`src/sv/afd_pkg.sv`:
```
// Package with shared types, codes and constants of the API frame deframer.
package afd_pkg;

  localparam int MAX_DATA_DEF = 128;
  localparam int QUEUE_DEPTH = 2;

  localparam logic [7:0] START_CODE = 8'h7E;
  localparam logic [7:0] ESCAPE_CODE = 8'h7D;
  localparam logic [7:0] ESCAPE_XOR = 8'h20;
  localparam logic [7:0] SUM_GOOD = 8'hFF;

  // Frame positions held by the front part.
  localparam int POS_HUNT = 0;
  localparam int POS_LEN_HI = 1;
  localparam int POS_LEN_LO = 2;
  localparam int POS_API = 3;
  localparam int POS_DATA0 = 4;

  typedef enum logic [2:0] {
    EV_DATA = 3'd0,
    EV_GOOD = 3'd1,
    EV_CHECKSUM = 3'd2,
    EV_START = 3'd3,
    EV_TOO_LONG = 3'd4
  } ev_t;

  // Work orders passed from the front part to the back part.
  typedef enum logic [2:0] {
    OP_API = 3'd0,
    OP_DATA = 3'd1,
    OP_END = 3'd2,
    OP_START = 3'd3,
    OP_LONG = 3'd4
  } op_t;

  typedef struct packed {
    op_t op;
    logic [7:0] dbyte;
    logic [7:0] aux;
  } entry_t;

  typedef struct packed {
    logic full;
    logic empty;
  } q_status_t;

endpackage

```
`src/sv/afd_front.sv`:
```
// Front part: accepts raw bytes, tracks the frame position and classifies each byte.
module afd_front #(
  parameter int MAX_DATA = afd_pkg::MAX_DATA_DEF
) (
  input  logic               clk,
  input  logic               rst_n,
  input  logic               in_valid,
  input  logic [7:0]         in_rx_byte,
  input  logic               cfg_valid,
  input  logic               cfg_escape_enable,
  input  afd_pkg::q_status_t q_status,
  output logic               q_push,
  output afd_pkg::entry_t    q_entry
);

  localparam int POS_W = $clog2(MAX_DATA + 5);
  localparam int CMP_W = ((POS_W > 16) ? POS_W : 16) + 1;
  localparam logic [POS_W-1:0] POS_LIMIT = POS_W'(MAX_DATA + 3);

  logic [POS_W-1:0] pos_r, pos_nxt;
  logic             esc_r, esc_nxt;
  logic [15:0]      len_r, len_nxt;
  logic             esc_en_r;

  logic             take;
  logic             skip;
  logic [7:0]       eb;
  logic [POS_W-1:0] data_off;
  logic [CMP_W-1:0] end_pos;

  assign take = in_valid && !q_status.full;
  assign data_off = pos_r - POS_W'(afd_pkg::POS_DATA0);
  assign end_pos = CMP_W'(len_r) + CMP_W'(afd_pkg::POS_API);

  always_comb begin
    pos_nxt = pos_r;
    esc_nxt = esc_r;
    len_nxt = len_r;
    skip = 1'b0;
    eb = in_rx_byte;
    q_push = 1'b0;
    q_entry.op = afd_pkg::OP_DATA;
    q_entry.dbyte = eb;
    q_entry.aux = 8'(data_off);
    if (take) begin
      if (esc_en_r && (pos_r != POS_W'(afd_pkg::POS_HUNT))) begin
        if (in_rx_byte == afd_pkg::START_CODE) begin
          q_push = 1'b1;
          q_entry.op = afd_pkg::OP_START;
          pos_nxt = '0;
          esc_nxt = 1'b0;
          len_nxt = '0;
          skip = 1'b1;
        end else if (esc_r) begin
          eb = in_rx_byte ^ afd_pkg::ESCAPE_XOR;
          esc_nxt = 1'b0;
        end else if (in_rx_byte == afd_pkg::ESCAPE_CODE) begin
          esc_nxt = 1'b1;
          skip = 1'b1;
        end
      end
      q_entry.dbyte = eb;
      if (!skip) begin
        if (pos_r == POS_W'(afd_pkg::POS_HUNT)) begin
          if (eb == afd_pkg::START_CODE) begin
            pos_nxt = POS_W'(afd_pkg::POS_LEN_HI);
          end
        end else if (pos_r == POS_W'(afd_pkg::POS_LEN_HI)) begin
          len_nxt = {eb, 8'h00};
          pos_nxt = POS_W'(afd_pkg::POS_LEN_LO);
        end else if (pos_r == POS_W'(afd_pkg::POS_LEN_LO)) begin
          len_nxt = {len_r[15:8], eb};
          pos_nxt = POS_W'(afd_pkg::POS_API);
        end else if (pos_r == POS_W'(afd_pkg::POS_API)) begin
          q_push = 1'b1;
          q_entry.op = afd_pkg::OP_API;
          pos_nxt = POS_W'(afd_pkg::POS_DATA0);
        end else if (CMP_W'(pos_r) == end_pos) begin
          // Checksum byte is recognized before the length limit.
          q_push = 1'b1;
          q_entry.op = afd_pkg::OP_END;
          pos_nxt = '0;
          esc_nxt = 1'b0;
          len_nxt = '0;
        end else if (pos_r > POS_LIMIT) begin
          q_push = 1'b1;
          q_entry.op = afd_pkg::OP_LONG;
          pos_nxt = '0;
          esc_nxt = 1'b0;
          len_nxt = '0;
        end else begin
          q_push = 1'b1;
          q_entry.op = afd_pkg::OP_DATA;
          pos_nxt = pos_r + POS_W'(1);
        end
      end
    end
  end

  always_ff @(posedge clk) begin
    if (!rst_n) begin
      pos_r <= '0;
      esc_r <= 1'b0;
      len_r <= '0;
      esc_en_r <= 1'b1;
    end else begin
      pos_r <= pos_nxt;
      esc_r <= esc_nxt;
      len_r <= len_nxt;
      if (cfg_valid) begin
        esc_en_r <= cfg_escape_enable;
      end
    end
  end

endmodule

```
`src/sv/afd_queue.sv`:
```
// Short register queue between the front and back parts.
module afd_queue (
  input  logic               clk,
  input  logic               rst_n,
  input  logic               push,
  input  afd_pkg::entry_t    push_entry,
  input  logic               pop,
  output afd_pkg::entry_t    head,
  output afd_pkg::q_status_t status
);

  localparam int PTR_W = $clog2(afd_pkg::QUEUE_DEPTH);
  localparam int CNT_W = $clog2(afd_pkg::QUEUE_DEPTH + 1);

  afd_pkg::entry_t  mem_r [afd_pkg::QUEUE_DEPTH];
  logic [PTR_W-1:0] wr_ptr_r, wr_ptr_nxt;
  logic [PTR_W-1:0] rd_ptr_r, rd_ptr_nxt;
  logic [CNT_W-1:0] cnt_r, cnt_nxt;

  assign head = mem_r[rd_ptr_r];
  assign status.full = (cnt_r == CNT_W'(afd_pkg::QUEUE_DEPTH));
  assign status.empty = (cnt_r == '0);

  function automatic logic [PTR_W-1:0] ptr_inc(input logic [PTR_W-1:0] p);
    logic [PTR_W-1:0] r;
    if (p == PTR_W'(afd_pkg::QUEUE_DEPTH - 1)) begin
      r = '0;
    end else begin
      r = p + PTR_W'(1);
    end
    return r;
  endfunction

  always_comb begin
    wr_ptr_nxt = push ? ptr_inc(wr_ptr_r) : wr_ptr_r;
    rd_ptr_nxt = pop ? ptr_inc(rd_ptr_r) : rd_ptr_r;
    cnt_nxt = cnt_r + CNT_W'(push) - CNT_W'(pop);
  end

  always_ff @(posedge clk) begin
    if (!rst_n) begin
      wr_ptr_r <= '0;
      rd_ptr_r <= '0;
      cnt_r <= '0;
    end else begin
      wr_ptr_r <= wr_ptr_nxt;
      rd_ptr_r <= rd_ptr_nxt;
      cnt_r <= cnt_nxt;
    end
  end

  always_ff @(posedge clk) begin
    if (push) begin
      mem_r[wr_ptr_r] <= push_entry;
    end
  end

endmodule

```
`src/sv/afd_back.sv`:
```
// Back part: keeps the checksum sum and API id and builds the result requests.
module afd_back (
  input  logic               clk,
  input  logic               rst_n,
  input  afd_pkg::q_status_t q_status,
  input  afd_pkg::entry_t    head,
  output logic               pop,
  input  logic               out_stall,
  output logic               out_valid,
  output logic [2:0]         out_event_res,
  output logic [7:0]         out_data_byte,
  output logic [6:0]         out_data_index,
  output logic [7:0]         out_api_id,
  output logic [7:0]         out_data_length,
  output logic [7:0]         out_checksum_byte
);

  logic             sum_ok;
  logic [7:0]       sum_r, sum_nxt;
  logic [7:0]       api_r, api_nxt;
  logic             vld_r, vld_nxt;
  afd_pkg::ev_t     ev_r, ev_nxt;
  logic [7:0]       db_r, db_nxt;
  logic [6:0]       idx_r, idx_nxt;
  logic [7:0]       oapi_r, oapi_nxt;
  logic [7:0]       dlen_r, dlen_nxt;
  logic [7:0]       cks_r, cks_nxt;

  assign pop = !q_status.empty && (!vld_r || !out_stall);
  assign sum_ok = ((sum_r + head.dbyte) == afd_pkg::SUM_GOOD);

  always_comb begin
    sum_nxt = sum_r;
    api_nxt = api_r;
    vld_nxt = vld_r && out_stall;
    ev_nxt = ev_r;
    db_nxt = db_r;
    idx_nxt = idx_r;
    oapi_nxt = oapi_r;
    dlen_nxt = dlen_r;
    cks_nxt = cks_r;
    if (pop) begin
      db_nxt = '0;
      idx_nxt = '0;
      oapi_nxt = api_r;
      dlen_nxt = '0;
      cks_nxt = '0;
      vld_nxt = 1'b1;
      unique case (head.op)
        afd_pkg::OP_API: begin
          sum_nxt = head.dbyte;
          api_nxt = head.dbyte;
          vld_nxt = 1'b0;
        end
        afd_pkg::OP_DATA: begin
          sum_nxt = sum_r + head.dbyte;
          ev_nxt = afd_pkg::EV_DATA;
          db_nxt = head.dbyte;
          idx_nxt = head.aux[6:0];
        end
        afd_pkg::OP_END: begin
          if (sum_ok) begin
            ev_nxt = afd_pkg::EV_GOOD;
            dlen_nxt = head.aux;
            cks_nxt = head.dbyte;
          end else begin
            ev_nxt = afd_pkg::EV_CHECKSUM;
          end
          sum_nxt = '0;
          api_nxt = '0;
        end
        afd_pkg::OP_START: begin
          ev_nxt = afd_pkg::EV_START;
          sum_nxt = '0;
          api_nxt = '0;
        end
        afd_pkg::OP_LONG: begin
          ev_nxt = afd_pkg::EV_TOO_LONG;
          sum_nxt = '0;
          api_nxt = '0;
        end
        default: begin
          vld_nxt = 1'b0;
        end
      endcase
    end
  end

  always_ff @(posedge clk) begin
    if (!rst_n) begin
      sum_r <= '0;
      api_r <= '0;
      vld_r <= 1'b0;
    end else begin
      sum_r <= sum_nxt;
      api_r <= api_nxt;
      vld_r <= vld_nxt;
    end
  end

  always_ff @(posedge clk) begin
    ev_r <= ev_nxt;
    db_r <= db_nxt;
    idx_r <= idx_nxt;
    oapi_r <= oapi_nxt;
    dlen_r <= dlen_nxt;
    cks_r <= cks_nxt;
  end

  assign out_valid = vld_r;
  assign out_event_res = ev_r;
  assign out_data_byte = db_r;
  assign out_data_index = idx_r;
  assign out_api_id = oapi_r;
  assign out_data_length = dlen_r;
  assign out_checksum_byte = cks_r;

endmodule

```
`src/sv/api_frame_deframer_unit.sv`:
```
// Top level of the API frame deframer: front classifier, request queue and back part.
//
//   Channel   Direction  Handshake              Payload
//   in_       input      in_valid / in_stall    in_rx_byte
//   out_      output     out_valid / out_stall  out_event_res, out_data_byte, out_data_index,
//                                               out_api_id, out_data_length, out_checksum_byte
//   cfg_      input      cfg_valid / cfg_ready  cfg_escape_enable
//
// One request is accepted every cycle while the queue is not full; a result passes through the
// queue and then the output register after its byte is taken. The front part's frame position update sets that rate.
// Reset is synchronous and active low; escaped mode is selected after reset.
// in_stall rises only when the two-entry queue between front and back is full; with bytes
// arriving back to back, a single cycle of out_stall on a waiting result is enough to fill it.
// cfg_ready is always high; writes take effect on the next accepted byte.
module api_frame_deframer_unit #(
  parameter int MAX_DATA = afd_pkg::MAX_DATA_DEF
) (
  input  logic       clk,
  input  logic       rst_n,
  input  logic       in_valid,
  output logic       in_stall,
  input  logic [7:0] in_rx_byte,
  output logic       out_valid,
  input  logic       out_stall,
  output logic [2:0] out_event_res,
  output logic [7:0] out_data_byte,
  output logic [6:0] out_data_index,
  output logic [7:0] out_api_id,
  output logic [7:0] out_data_length,
  output logic [7:0] out_checksum_byte,
  input  logic       cfg_valid,
  output logic       cfg_ready,
  input  logic       cfg_escape_enable
);

  logic               q_push;
  logic               q_pop;
  afd_pkg::entry_t    q_entry;
  afd_pkg::entry_t    q_head;
  afd_pkg::q_status_t q_status;

  // The register write needs no wait state.
  assign cfg_ready = 1'b1;

  // Bytes are held off only while the queue has no free slot.
  assign in_stall = q_status.full;

  // The front part follows start, length, API id, data and checksum positions
  // and turns every byte that matters into one request for the back part.
  afd_front #(
    .MAX_DATA (MAX_DATA)
  ) u_front (
    .clk               (clk),
    .rst_n             (rst_n),
    .in_valid          (in_valid),
    .in_rx_byte        (in_rx_byte),
    .cfg_valid         (cfg_valid),
    .cfg_escape_enable (cfg_escape_enable),
    .q_status          (q_status),
    .q_push            (q_push),
    .q_entry           (q_entry)
  );

  afd_queue u_queue (
    .clk        (clk),
    .rst_n      (rst_n),
    .push       (q_push),
    .push_entry (q_entry),
    .pop        (q_pop),
    .head       (q_head),
    .status     (q_status)
  );

  // The back part owns the running checksum and the API id, and drives the
  // output register that the downstream side may stall.
  afd_back u_back (
    .clk               (clk),
    .rst_n             (rst_n),
    .q_status          (q_status),
    .head              (q_head),
    .pop               (q_pop),
    .out_stall         (out_stall),
    .out_valid         (out_valid),
    .out_event_res     (out_event_res),
    .out_data_byte     (out_data_byte),
    .out_data_index    (out_data_index),
    .out_api_id        (out_api_id),
    .out_data_length   (out_data_length),
    .out_checksum_byte (out_checksum_byte)
  );

`ifndef SYNTH
  // The front part never writes into a full queue.
  a_no_overflow: assert property (@(posedge clk) disable iff (!rst_n)
    q_push |-> !q_status.full)
    else $error("request pushed into a full queue");

  // The back part never pops from an empty queue.
  a_no_underflow: assert property (@(posedge clk) disable iff (!rst_n)
    q_pop |-> !q_status.empty)
    else $error("request popped from an empty queue");

  // Only a data result carries a data byte or an index.
  a_data_fields: assert property (@(posedge clk) disable iff (!rst_n)
    (out_valid && (out_event_res != afd_pkg::EV_DATA))
      |-> ((out_data_byte == 8'h00) && (out_data_index == 7'h00)))
    else $error("data fields set on a non-data result");

  // Length and checksum fields are only set on a good frame.
  a_good_fields: assert property (@(posedge clk) disable iff (!rst_n)
    (out_valid && (out_event_res != afd_pkg::EV_GOOD))
      |-> ((out_data_length == 8'h00) && (out_checksum_byte == 8'h00)))
    else $error("frame fields set on a result other than frame good");
`endif

endmodule

```
`config.mk`:
```
export PLATFORM = sky130hd
export DESIGN_NAME = api_frame_deframer_unit
export DESIGN_NICKNAME = d
export VERILOG_FILES = /design/src/sv/afd_pkg.sv /design/src/sv/afd_front.sv /design/src/sv/afd_queue.sv /design/src/sv/afd_back.sv /design/src/sv/api_frame_deframer_unit.sv
export SDC_FILE = /design/constraint.sdc
export NUM_CORES = 1
export LEC_CHECK = 0
export BUFFER_PORTS_ARGS = -buffer_cell sky130_fd_sc_hd__buf_2
export CAP_MARGIN = 20
export CORE_MARGIN = 2
export CORE_UTILIZATION = 64
export DETAILED_ROUTE_END_ITERATION = 7
export GPL_TIMING_DRIVEN = 0
export MAX_ROUTING_LAYER = met4
export PLACE_DENSITY = 0.95
export SETUP_SLACK_MARGIN = 0.02
export SLEW_MARGIN = 15
export SYNTH_ARGS = -nofsm -noshare
export SYNTH_HDL_FRONTEND = slang
export SYNTH_HIERARCHICAL = 1
export SYNTH_SLANG_ARGS = --single-unit
```
`constraint.sdc`:
```
create_clock -name clk -period 5.6 [get_ports clk]
set_clock_uncertainty 0.1 [all_clocks]
set_input_delay 0.56 -clock clk [delete_from_list [all_inputs] [get_ports clk]]
set_output_delay 0.56 -clock clk [all_outputs]
set_load 0.02 [all_outputs]
```
==> results of run 1 <==
routing by layer:
metal,vias to the layer above,track usage,part of all wire
met5,-,-,0
met3,77,0.0649,0.072
met1,2350,0.362,0.38
li1,2227,-,-
met4,0,0.137,0.039
met2,309,0.514,0.50
metrics by stage:
step                      cell area (sq um)  worst slack [ps]  utilization  instances
after global routing                   7520              1370        0.766        779
final                                  7520              1580        0.766        779
after global placement                 6940              1250        0.706        746
after detailed placement               6950              1660        0.708        747
after CTS                              7520              1640        0.766        779
after floorplan                        6480              2140            -        556
worst reg2reg max path: stages, from the launching register on:
cell and delay, ps:
sky130_fd_sc_hd__dfxtp_1 320, sky130_fd_sc_hd__clkbuf_1 210, sky130_fd_sc_hd__inv_1 230, sky130_fd_sc_hd__ha_1 260
sky130_fd_sc_hd__nor4b_4 400, sky130_fd_sc_hd__nand3_4 200, sky130_fd_sc_hd__and3_4 250, sky130_fd_sc_hd__nand2_1 120
sky130_fd_sc_hd__nand2_1 280, sky130_fd_sc_hd__a21oi_1 460, sky130_fd_sc_hd__and2_1 800
final cells by class:
type | count | area (sq um) | share of cell area
Clock inverter | 14 | 154 | 0.0205
Tap cell | 133 | 166 | 0.0221
Sequential cell | 128 | 3360 | 0.447
Timing Repair Buffer | 58 | 297 | 0.0394
Inverter | 19 | 71.3 | 0.00948
Buffer | 33 | 209 | 0.0278
Clock buffer | 18 | 418 | 0.0556
Multi-Input combinational cell | 376 | 2840 | 0.378
power groups by stage:
stage | combinational, mW | clock [mW] | sequential, mW
floorplan | 0.676 | 0 | 1.45
global placement | 1.07 | 0 | 1.30
detailed placement | 1.12 | 0 | 1.31
CTS | 1.15 | 1.07 | 1.29
global route | 1.26 | 1.11 | 1.31
finish | 1.17 | 1.06 | 1.29
cells by family after synthesis:
group / count (synthesis) / synth area share
flops: 128 / 0.519
buf+inv: 52 / 0.0432
simple gates: 189 / 0.187
other cells: 1 / 0.000578
compound gates: 124 / 0.139
xor+xnor: 23 / 0.0343
fa+ha+maj: 17 / 0.0340
mux: 22 / 0.0436
synthesized netlist by cell type (3+ instances only):
cell | count | area share
sky130_fd_sc_hd__nor2_1 | 25 | 0.014
sky130_fd_sc_hd__xor2_1 | 13 | 0.018
sky130_fd_sc_hd__nor3_1 | 8 | 0.0062
sky130_fd_sc_hd__buf_4 | 10 | 0.012
sky130_fd_sc_hd__a21oi_1 | 20 | 0.015
sky130_fd_sc_hd__clkbuf_1 | 12 | 0.0069
sky130_fd_sc_hd__nor2b_1 | 15 | 0.014
sky130_fd_sc_hd__a211oi_1 | 3 | 0.0035
sky130_fd_sc_hd__o2bb2ai_1 | 3 | 0.0041
sky130_fd_sc_hd__nand2b_1 | 5 | 0.0048
sky130_fd_sc_hd__nor4b_4 | 3 | 0.011
sky130_fd_sc_hd__nor3b_1 | 4 | 0.0046
sky130_fd_sc_hd__and3_1 | 5 | 0.0048
sky130_fd_sc_hd__mux2_2 | 10 | 0.017
sky130_fd_sc_hd__nand2_1 | 39 | 0.023
sky130_fd_sc_hd__o21ai_0 | 24 | 0.019
sky130_fd_sc_hd__inv_1 | 19 | 0.011
sky130_fd_sc_hd__buf_6 | 3 | 0.0052
sky130_fd_sc_hd__a31oi_1 | 7 | 0.0068
sky130_fd_sc_hd__buf_2 | 7 | 0.0054
sky130_fd_sc_hd__and4_1 | 18 | 0.024
sky130_fd_sc_hd__ha_1 | 16 | 0.031
sky130_fd_sc_hd__and2_1 | 25 | 0.024
sky130_fd_sc_hd__or2_2 | 3 | 0.0029
sky130_fd_sc_hd__nor4_1 | 3 | 0.0029
sky130_fd_sc_hd__edfxtp_1 | 80 | 0.37
sky130_fd_sc_hd__mux2_4 | 10 | 0.023
sky130_fd_sc_hd__o21a_1 | 5 | 0.0058
sky130_fd_sc_hd__a22oi_1 | 16 | 0.019
sky130_fd_sc_hd__xnor2_1 | 8 | 0.011
sky130_fd_sc_hd__dfxtp_1 | 48 | 0.15
sky130_fd_sc_hd__a22o_1 | 13 | 0.018
sky130_fd_sc_hd__o211a_1 | 5 | 0.0077
sky130_fd_sc_hd__nand3_1 | 9 | 0.0069
sky130_fd_sc_hd__nand4_1 | 5 | 0.0048
path summary, 6_finish.rpt:
kind / from / end / slack, ps
hold / removal: cfg_escape_enable / u_front/esc_en_r / 140
hold reg to reg: u_back/api_r[0] / u_back/out_api_id[0] / 330
setup / recovery: u_front/pos_r[2] / u_queue/mem_r[1][2] / 1580
setup reg to reg: u_front/pos_r[2] / u_queue/mem_r[1][2] / 1580
layout by cell type, fill, tap and decap left out, types with 7 or more instances in the layout:
cell type | Yosys | final
sky130_fd_sc_hd__a21oi_1 | 20 | 20
sky130_fd_sc_hd__a22o_1 | 13 | 13
sky130_fd_sc_hd__a22oi_1 | 16 | 16
sky130_fd_sc_hd__a31oi_1 | 7 | 7
sky130_fd_sc_hd__and2_1 | 25 | 25
sky130_fd_sc_hd__and4_1 | 18 | 18
sky130_fd_sc_hd__buf_2 | 7 | 64
sky130_fd_sc_hd__buf_4 | 10 | 10
sky130_fd_sc_hd__clkbuf_1 | 12 | 13
sky130_fd_sc_hd__clkbuf_16 | 0 | 16
sky130_fd_sc_hd__dfxtp_1 | 48 | 48
sky130_fd_sc_hd__edfxtp_1 | 80 | 80
sky130_fd_sc_hd__ha_1 | 16 | 16
sky130_fd_sc_hd__inv_1 | 19 | 18
sky130_fd_sc_hd__mux2_2 | 10 | 10
sky130_fd_sc_hd__mux2_4 | 10 | 10
sky130_fd_sc_hd__nand2_1 | 39 | 39
sky130_fd_sc_hd__nand3_1 | 9 | 9
sky130_fd_sc_hd__nor2_1 | 25 | 25
sky130_fd_sc_hd__nor2b_1 | 15 | 14
sky130_fd_sc_hd__nor3_1 | 8 | 8
sky130_fd_sc_hd__o21ai_0 | 24 | 24
sky130_fd_sc_hd__xnor2_1 | 8 | 8
sky130_fd_sc_hd__xor2_1 | 13 | 13
==> flow_metrics.env, run 1 <==
export IMPL_route_detailed_wl_per_inst_um=20.0
export IMPL_worst_slew_pin_transition_ps=913
export IMPL_detail_route_drc_violations=0
export IMPL_max_clock_path_buffers=2
export IMPL_p_comb_frac=0.332
export IMPL_timing_critical_path_buf_inv=2
export IMPL_clock_sink_count=128
export IMPL_worst_ep_arrival_time_ps=4070
export IMPL_p_sw_mw=1.25
export IMPL_grt_pass1_wl_um=25400
export IMPL_worst_r2r_path_depth=10
export IMPL_grt_use_total=0.308
export IMPL_rsz_0062_raised_after_global_routing="false"
export IMPL_syn_instance_count=556
export IMPL_ioPinCount=59
export IMPL_cell_type_of_the_slowest_stage_on_the_worst_timing_path="sky130_fd_sc_hd__and2_1"
export IMPL_max_freq_mhz=249
export IMPL_io_buffers=57
export IMPL_ctsResizeCount=0
export IMPL_synthesis_nets=587
export IMPL_cell_internal_power_mw=2.28
export IMPL_drt_antenna_violating_nets=0
export IMPL_cts_setup_buffers=0
export IMPL_finish_net_count=664
export IMPL_cts_hold_buffers=0
export IMPL_floorplan_core_area_sq_um=9820
export IMPL_antenna_found_initial=0
export IMPL_reg_top3="u_queue/mem_r (38), u_front/len_r (16)"
export IMPL_grt_overflow_total=0
export IMPL_worstSetupPathDepth=10
export IMPL_total_power_consumption_of_the_routed_design_mw=3.53
export IMPL_ir_drop_v=0.000229
export IMPL_critical_path_startpoint_type="register"
export IMPL_largest_net_degree_at_the_start_of_global_routing=44
export IMPL_synth_area_sq_um=6480
export IMPL_largest_register="u_queue/mem_r"
export IMPL_worst_path_max_fanout=19
export IMPL_synth_edff_count=80
export IMPL_clock_latency_ps=530
export IMPL_post_drt_via_cell_ratio=6.37
export IMPL_clock_power_share=0.301
export IMPL_dr_total_vias=4963
export IMPL_ys_async_sr_fraction=0
export IMPL_final_max_slew_viol_count=0
export IMPL_dr_pass1_iters=5
export IMPL_synth_seq_cells=128
export IMPL_finalCritPeriodShare=0.718
export IMPL_fillerInstances=597
export IMPL_netSwitchingFraction=0.354
export IMPL_syn2layout_area_growth_pct=16.0
export IMPL_floorplan_die_width_um=105
export IMPL_drtIter0Drc=415
export IMPL_synth_ff_type="sky130_fd_sc_hd__edfxtp_1"
export IMPL_outcome="completed"
export IMPL_timing_hold_worst_class="primary input to register"
export IMPL_cp_required_ps=5650
export IMPL_leakage_nw=2.94
export IMPL_htreeDepth=4
export IMPL_postSynthAreaPerCell_sq_um=11.7
export IMPL_post_cts_clock_slew_at_the_launch_and_capture_registers_of_the_worst_setup_and_hold_paths_ps=60
export IMPL_antennaDiodeCount=0
export IMPL_pwr_share_seq=0.366
export IMPL_largest_register_ffs=38
export IMPL_placementRows=36
export IMPL_critical_path_endpoint_type="register"
export IMPL_worstSetupPathType="register to register"
export IMPL_tritoncts="built"
export IMPL_share_of_final_layout_standard_cells_stronger_than_drive_strength_1=0.246
export IMPL_drv_cap=0
export IMPL_cp_slowest_stage_delay_ps=800
export IMPL_synth_lib_cells_used_distinct=80
export IMPL_hold_ws_ps=145
export IMPL_path_delay_family="simple AND/OR/NAND/NOR gates"
export IMPL_postRouteWirelength_um=15500
export IMPL_fin_tns_setup_ps=0
export IMPL_detailedPlacementHpwl_um=10500
export IMPL_grt_pass1_vias=4891
export IMPL_place_gp_congestion=0.921
export IMPL_power_density_nw_per_um2=469
export IMPL_setup_viol=0
export IMPL_post_route_minimum_period_ps=4020
export IMPL_dieHeight_um=105
export IMPL_cp_cell_sequence="clkbuf_1, inv_1, ha_1, nor4b_4, nand3_4, and3_4, nand2_1, nand2_1, a21oi_1, and2_1"
export IMPL_worst_hold_path_num_cells=3
export IMPL_start_util=0.660
export IMPL_maxSlewHeadroom=0.391
export IMPL_cts_inserted_buffers=17
export IMPL_critical_path_top_cell_by_count="sky130_fd_sc_hd__nand2_1"
export IMPL_synth_sequential_area_ratio=0.519
export IMPL_report_final_hold_viol_count=0
export IMPL_warnings_from_yosys=6
export IMPL_floorplan_die_area_sq_um=11000
export IMPL_ctsRootBufferMaster="sky130_fd_sc_hd__clkbuf_8"
Power figures use the tool's default switching activity.
==> inputs of run 2 (changes only) <==
CORE_UTILIZATION = 60   (was 64)
PLACE_DENSITY = 0.9   (was 0.95)
clock period = 4 ns   (was 5.6 ns; I/O delays follow)
==> flow_metrics.env, run 2 (same netlist as run 1, synthesis figures left out) <==
export IMPL_route_detailed_wl_per_inst_um=18.6
export IMPL_postRouteWirelength_um=14500
export IMPL_netSwitchingFraction=0.352
export IMPL_total_power_consumption_of_the_routed_design_mw=4.91
export IMPL_antennaDiodeCount=0
export IMPL_largest_net_degree_at_the_start_of_global_routing=42
export IMPL_critical_path_startpoint_type="register"
export IMPL_worstSetupPathType="register to register"
export IMPL_hold_crit_start="cfg_valid"
export IMPL_power_density_nw_per_um2=650
export IMPL_path_delay_family="simple AND/OR/NAND/NOR gates"
export IMPL_reg_top3="u_queue/mem_r (38), u_front/len_r (16)"
export IMPL_worst_hold_path_num_cells=3
export IMPL_rrSetupSlack_ps=290
export IMPL_rsz_0062_raised_after_global_routing="false"
export IMPL_leakage_nw=2.96
export IMPL_post_route_cell_area_sq_um=7550
export IMPL_detailed_place_area_sq_um=6970
export IMPL_maxSlewHeadroom=0.589
export IMPL_grt_pass1_vias=4519
export IMPL_post_route_minimum_period_ps=3710
export IMPL_syn2layout_area_growth_pct=16.5
export IMPL_fin_tns_setup_ps=0
export IMPL_post_cts_clock_slew_at_the_launch_and_capture_registers_of_the_worst_setup_and_hold_paths_ps=60
export IMPL_detailedPlacementHpwl_um=10200
export IMPL_ioPinCount=59
export IMPL_finish_utilization=0.725
export IMPL_worstSetupPathDepth=11
export IMPL_htreeDepth=4
export IMPL_layout_cells_most_common="sky130_fd_sc_hd__edfxtp_1"
export IMPL_drt_antenna_violating_nets=0
export IMPL_floorplan_die_area_sq_um=11700
export IMPL_share_of_final_layout_standard_cells_stronger_than_drive_strength_1=0.248
export IMPL_detailedPlace_worstSlack_ps=124
export IMPL_start_util=0.623
export IMPL_cp_required_ps=4110
export IMPL_cts_setup_buffers=0
export IMPL_tritoncts="built"
export IMPL_ctsRootBufferMaster="sky130_fd_sc_hd__clkbuf_8"
export IMPL_clock_latency_ps=520
export IMPL_critPathLaunch="u_front/pos_r[2]"
export IMPL_cp_cell_sequence="clkbuf_1, inv_1, ha_1, nor4b_4, nand3_4, and3_4, nand2_1, nand2_1, a21oi_1, nor2b_2, buf_6"
export IMPL_critical_path_endpoint_type="register"
export IMPL_setup_slack_ps=292
export IMPL_ir_drop_v=0.000365
export IMPL_worst_r2r_endpoint="u_queue/mem_r[0][4]"
export IMPL_endpoint_of_the_worst_setup_timing_path="u_queue/mem_r[0][4]"
export IMPL_place_gp_congestion=0.950
export IMPL_largest_register="u_queue/mem_r"
export IMPL_clock_power_share=0.301
export IMPL_timing_hold_worst_class="primary input to register"
export IMPL_drtIter0Drc=633
export IMPL_max_clock_path_buffers=2
export IMPL_setup_viol=0
export IMPL_finish_net_count=666
export IMPL_pwr_share_seq=0.367
export IMPL_post_drt_via_cell_ratio=6.20
export IMPL_final_max_slew_viol_count=0
export IMPL_grt_overflow_total=0
export IMPL_dr_total_vias=4859
export IMPL_cell_type_of_the_slowest_stage_on_the_worst_timing_path="sky130_fd_sc_hd__a21oi_1"
export IMPL_largest_register_ffs=38
export IMPL_report_final_hold_viol_count=0
export IMPL_finalCritPeriodShare=0.927
export IMPL_mostFrequentLayoutCells="sky130_fd_sc_hd__edfxtp_1 (80), sky130_fd_sc_hd__buf_2 (64), sky130_fd_sc_hd__dfxtp_1 (48)"
export IMPL_detail_route_drc_violations=0
export IMPL_met3_usage=0.0657
export IMPL_p_sw_mw=1.73
export IMPL_worst_r2r_path_depth=11
export IMPL_floorplan_die_width_um=108
export IMPL_worst_ep_arrival_time_ps=3820
export IMPL_critical_path_top_cell_by_count="sky130_fd_sc_hd__nand2_1"
export IMPL_outcome="completed"
export IMPL_grt_met1_usage=0.338
export IMPL_max_freq_mhz=270
export IMPL_drv_cap=0
export IMPL_grt_pass1_wl_um=23300
export IMPL_globalRouteMet2Util=0.431
export IMPL_p_comb_frac=0.333
export IMPL_floorplan_core_area_sq_um=10400
export IMPL_timing_critical_path_buf_inv=3
export IMPL_grt_use_total=0.270
export IMPL_cts_inserted_buffers=17
export IMPL_io_buffers=57
export IMPL_dr_pass1_iters=6
export IMPL_dieHeight_um=108
export IMPL_placementRows=37
export IMPL_worst_path_max_fanout=16
export IMPL_cp_slowest_stage_delay_ps=450
export IMPL_grt_busiest_layer="met2"
export IMPL_critical_path_reg2reg_startpoint="u_front/pos_r[2]"
export IMPL_worst_slew_pin_transition_ps=615
export IMPL_antenna_found_initial=0
export IMPL_cell_internal_power_mw=3.18
export IMPL_clock_sink_count=128
run 2: changes by cell type in the layout (fill, tap and decap cells not counted), sizes merged:
cell and change:
clkinv +1, inv +1, buf +1, dlygate4sd3 +1, clkinvlp -2, clkbuf +1, bufinv -1
run 2: tightest hold or removal path: cells and delay by family:
kind                   cells  cell delay (ps)
buffers and inverters      1               90
muxes                      1               60
and+or+nand+nor            1               60
run 2: power groups by stage:
stage / Clock, mW / Sequential, mW / Combinational (mW)
floorplan: 0 / 2.03 / 0.946
global placement: 0 / 1.82 / 1.51
detailed placement: 0 / 1.83 / 1.58
CTS: 1.49 / 1.80 / 1.61
global route: 1.54 / 1.82 / 1.76
finish: 1.48 / 1.80 / 1.63
run 2: routing by layer:
metal / vias to the layer above / share of wire
met4: 0 / 0.022
li1: 2239 / -
met3: 35 / 0.089
met1: 2314 / 0.41
met5: - / 0
met2: 271 / 0.48
run 2: how the worst min path moves through the flow:
stage	to	slack (ps)
6_report	u_front/esc_en_r	20
5_1_grt	u_front/esc_en_r	20
4_1_cts	u_front/esc_en_r	5
3_5_place_dp	u_back/out_api_id[1]	320
3_3_place_gp	u_back/out_api_id[5]	320
2_1_floorplan	u_back/out_api_id[0]	310
run 2: layout make-up:
| cell class | count | area [sq um] |
|---|---|---|
| Inverter | 19 | 71.3 |
| Clock inverter | 13 | 124 |
| Tap cell | 136 | 170 |
| Fill cell | 682 | 2860 |
| Timing Repair Buffer | 60 | 327 |
| Buffer | 33 | 209 |
| Clock buffer | 19 | 443 |
| Multi-Input combinational cell | 376 | 2850 |
| Sequential cell | 128 | 3360 |
run 2: metrics by stage:
step | std cells | hold WS (ps)
after floorplan | 556 | 309
after global placement | 749 | 318
after detailed placement | 751 | 321
after CTS | 784 | 4.59
after global routing | 784 | 21.9
final | 784 | 19.0
run 2: repair_timing:
| action | 4_1_cts | 5_1_grt |
|---|---|---|
| gates resized for setup | 0 | 1 |
| hold buffers | 1 | 0 |
| endpoints found under the hold margin | 1 | 0 |
| setup endpoints to repair | 0 | 19 |
==> inputs of run 3 (changes only) <==
CORE_UTILIZATION = 40   (was 60)
PLACE_DENSITY = 0.67   (was 0.9)
==> flow_metrics.env, run 3 (same netlist as run 1, synthesis figures left out) <==
export IMPL_drtIter0Drc=413
export IMPL_finish_utilization=0.480
export IMPL_reg_top3="u_queue/mem_r (38), u_front/len_r (16)"
export IMPL_cts_setup_buffers=0
export IMPL_cp_required_ps=4020
export IMPL_post_route_minimum_period_ps=3570
export IMPL_rsz_0062_raised_after_global_routing="false"
export IMPL_mostFrequentLayoutCells="sky130_fd_sc_hd__edfxtp_1 (80), sky130_fd_sc_hd__buf_2 (64), sky130_fd_sc_hd__dfxtp_1 (48)"
export IMPL_tritoncts="built"
export IMPL_clock_latency_ps=420
export IMPL_critical_path_startpoint_type="register"
export IMPL_largest_register_ffs=38
export IMPL_syn2layout_area_growth_pct=17.7
export IMPL_max_freq_mhz=280
export IMPL_final_max_slew_viol_count=0
export IMPL_critPathLaunch="u_front/pos_r[2]"
export IMPL_drt_antenna_violating_nets=0
export IMPL_critical_path_endpoint_type="register"
export IMPL_layout_cells_most_common="sky130_fd_sc_hd__edfxtp_1"
export IMPL_route_detailed_wl_per_inst_um=16.4
export IMPL_start_util=0.408
export IMPL_globalRouteMet2Util=0.277
export IMPL_largest_register="u_queue/mem_r"
export IMPL_worst_slew_pin_transition_ps=577
export IMPL_detailed_place_area_sq_um=7070
export IMPL_post_route_cell_area_sq_um=7630
export IMPL_drv_cap=0
export IMPL_placementRows=46
export IMPL_grt_overflow_total=0
export IMPL_worst_ep_arrival_time_ps=3590
export IMPL_met3_usage=0.0444
export IMPL_dr_pass1_iters=4
export IMPL_critical_path_reg2reg_startpoint="u_front/pos_r[2]"
export IMPL_ctsRootBufferMaster="sky130_fd_sc_hd__clkbuf_16"
export IMPL_worst_r2r_path_depth=11
export IMPL_worst_path_max_fanout=16
export IMPL_largest_net_degree_at_the_start_of_global_routing=36
export IMPL_io_buffers=57
export IMPL_rrSetupSlack_ps=430
export IMPL_max_clock_path_buffers=2
export IMPL_post_cts_clock_slew_at_the_launch_and_capture_registers_of_the_worst_setup_and_hold_paths_ps=60
export IMPL_antenna_found_initial=0
export IMPL_total_power_consumption_of_the_routed_design_mw=4.82
export IMPL_floorplan_core_area_sq_um=15900
export IMPL_antennaDiodeCount=0
export IMPL_grt_use_total=0.175
export IMPL_timing_hold_worst_class="primary input to register"
export IMPL_detail_route_drc_violations=0
export IMPL_postRouteWirelength_um=14200
export IMPL_floorplan_die_area_sq_um=17200
export IMPL_power_density_nw_per_um2=631
export IMPL_leakage_nw=2.94
export IMPL_dieHeight_um=131
export IMPL_outcome="completed"
export IMPL_ir_drop_v=0.000338
export IMPL_setup_viol=0
export IMPL_htreeDepth=4
export IMPL_grt_pass1_wl_um=23100
export IMPL_share_of_final_layout_standard_cells_stronger_than_drive_strength_1=0.241
export IMPL_worst_r2r_endpoint="u_queue/mem_r[0][7]"
export IMPL_ioPinCount=59
export IMPL_clock_sink_count=128
export IMPL_detailedPlacementHpwl_um=10300
export IMPL_place_gp_congestion=0.893
export IMPL_endpoint_of_the_worst_setup_timing_path="u_queue/mem_r[0][7]"
export IMPL_cts_inserted_buffers=17
export IMPL_worstSetupPathType="register to register"
export IMPL_post_drt_via_cell_ratio=5.35
export IMPL_grt_busiest_layer="met2"
export IMPL_report_final_hold_viol_count=0
export IMPL_floorplan_die_width_um=131
export IMPL_grt_pass1_vias=4548
export IMPL_dr_total_vias=4618
export IMPL_grt_met1_usage=0.213
export IMPL_finish_net_count=665
export IMPL_finalCritPeriodShare=0.892
export IMPL_maxSlewHeadroom=0.614
==> run 3: cell count changes in the layout (fill, tap and decap cells not counted) <==
cell,before,now
sky130_fd_sc_hd__clkinv_2,2,0
sky130_fd_sc_hd__clkinv_4,3,2
sky130_fd_sc_hd__clkbuf_8,1,2
sky130_fd_sc_hd__inv_4,1,0
sky130_fd_sc_hd__dlygate4sd3_1,1,0
sky130_fd_sc_hd__clkinv_1,0,2
sky130_fd_sc_hd__clkinvlp_4,1,3
sky130_fd_sc_hd__clkbuf_1,13,16
sky130_fd_sc_hd__inv_6,5,1
==> run 3: layout make-up <==
type | count | area [sq um]
Fill cell | 1464 | 8260
Sequential cell | 128 | 3360
Multi-Input combinational cell | 376 | 2850
Clock buffer | 23 | 468
Timing Repair Buffer | 59 | 317
Tap cell | 216 | 270
Buffer | 33 | 209
Clock inverter | 9 | 86.3
Inverter | 19 | 71.3
==> run 3: routing by layer <==
layer / part of all wire / up-vias / wire, um
li1: - / 2225 / -
met1: 0.45 / 2201 / 6390
met3: 0.054 / 32 / 759
met4: 0.021 / 0 / 292
met5: 0 / - / 0
met2: 0.47 / 160 / 6710
==> run 3: worst max-delay path, stage by stage, from the launching register on <==
cell and delay, ps:
sky130_fd_sc_hd__dfxtp_1 320, sky130_fd_sc_hd__clkbuf_1 210, sky130_fd_sc_hd__inv_1 200, sky130_fd_sc_hd__ha_1 240, sky130_fd_sc_hd__nor4b_4 350, sky130_fd_sc_hd__nand3_4 190
sky130_fd_sc_hd__and3_4 250, sky130_fd_sc_hd__nand2_1 110, sky130_fd_sc_hd__nand2_1 290, sky130_fd_sc_hd__a21oi_1 420, sky130_fd_sc_hd__nor2b_2 350, sky130_fd_sc_hd__buf_6 230
==> run 3: repair_timing <==
item / 4_1_cts / 5_1_grt
hold buffers: 0 / 0
gates resized for setup: 0 / 1
setup endpoints to repair: 0 / 19
==> run 3: through the flow <==
stage                     hold WS (ps)  TNS (ps)  setup slack (ps)  cells
final                              104         0               431    863
after global routing               115         0               151    863
after CTS                         93.4         0               141    863
after detailed placement           322         0               143    831
after global placement             321     -8750              -444    829
after floorplan                    309         0               541    556
==> run 3: where the power goes <==
group	switching (mW)	internal (mW)	total, mW	leakage (nW)
Clock	0.547	0.885	1.43	0.259
Sequential	0.0849	1.71	1.79	1.11
Combinational	0.994	0.599	1.59	1.57
==> run 3: how the worst min path moves through the flow <==
stage          slack, ps  depth (start not counted)                   end              start
6_report             100                          3      u_front/esc_en_r  cfg_escape_enable
5_1_grt              110                          3      u_front/esc_en_r  cfg_escape_enable
4_1_cts               90                          3      u_front/esc_en_r  cfg_escape_enable
3_5_place_dp         320                          0  u_back/out_api_id[4]    u_back/api_r[4]
3_3_place_gp         320                          0  u_back/out_api_id[4]    u_back/api_r[4]
2_1_floorplan        310                          0  u_back/out_api_id[0]    u_back/api_r[0]
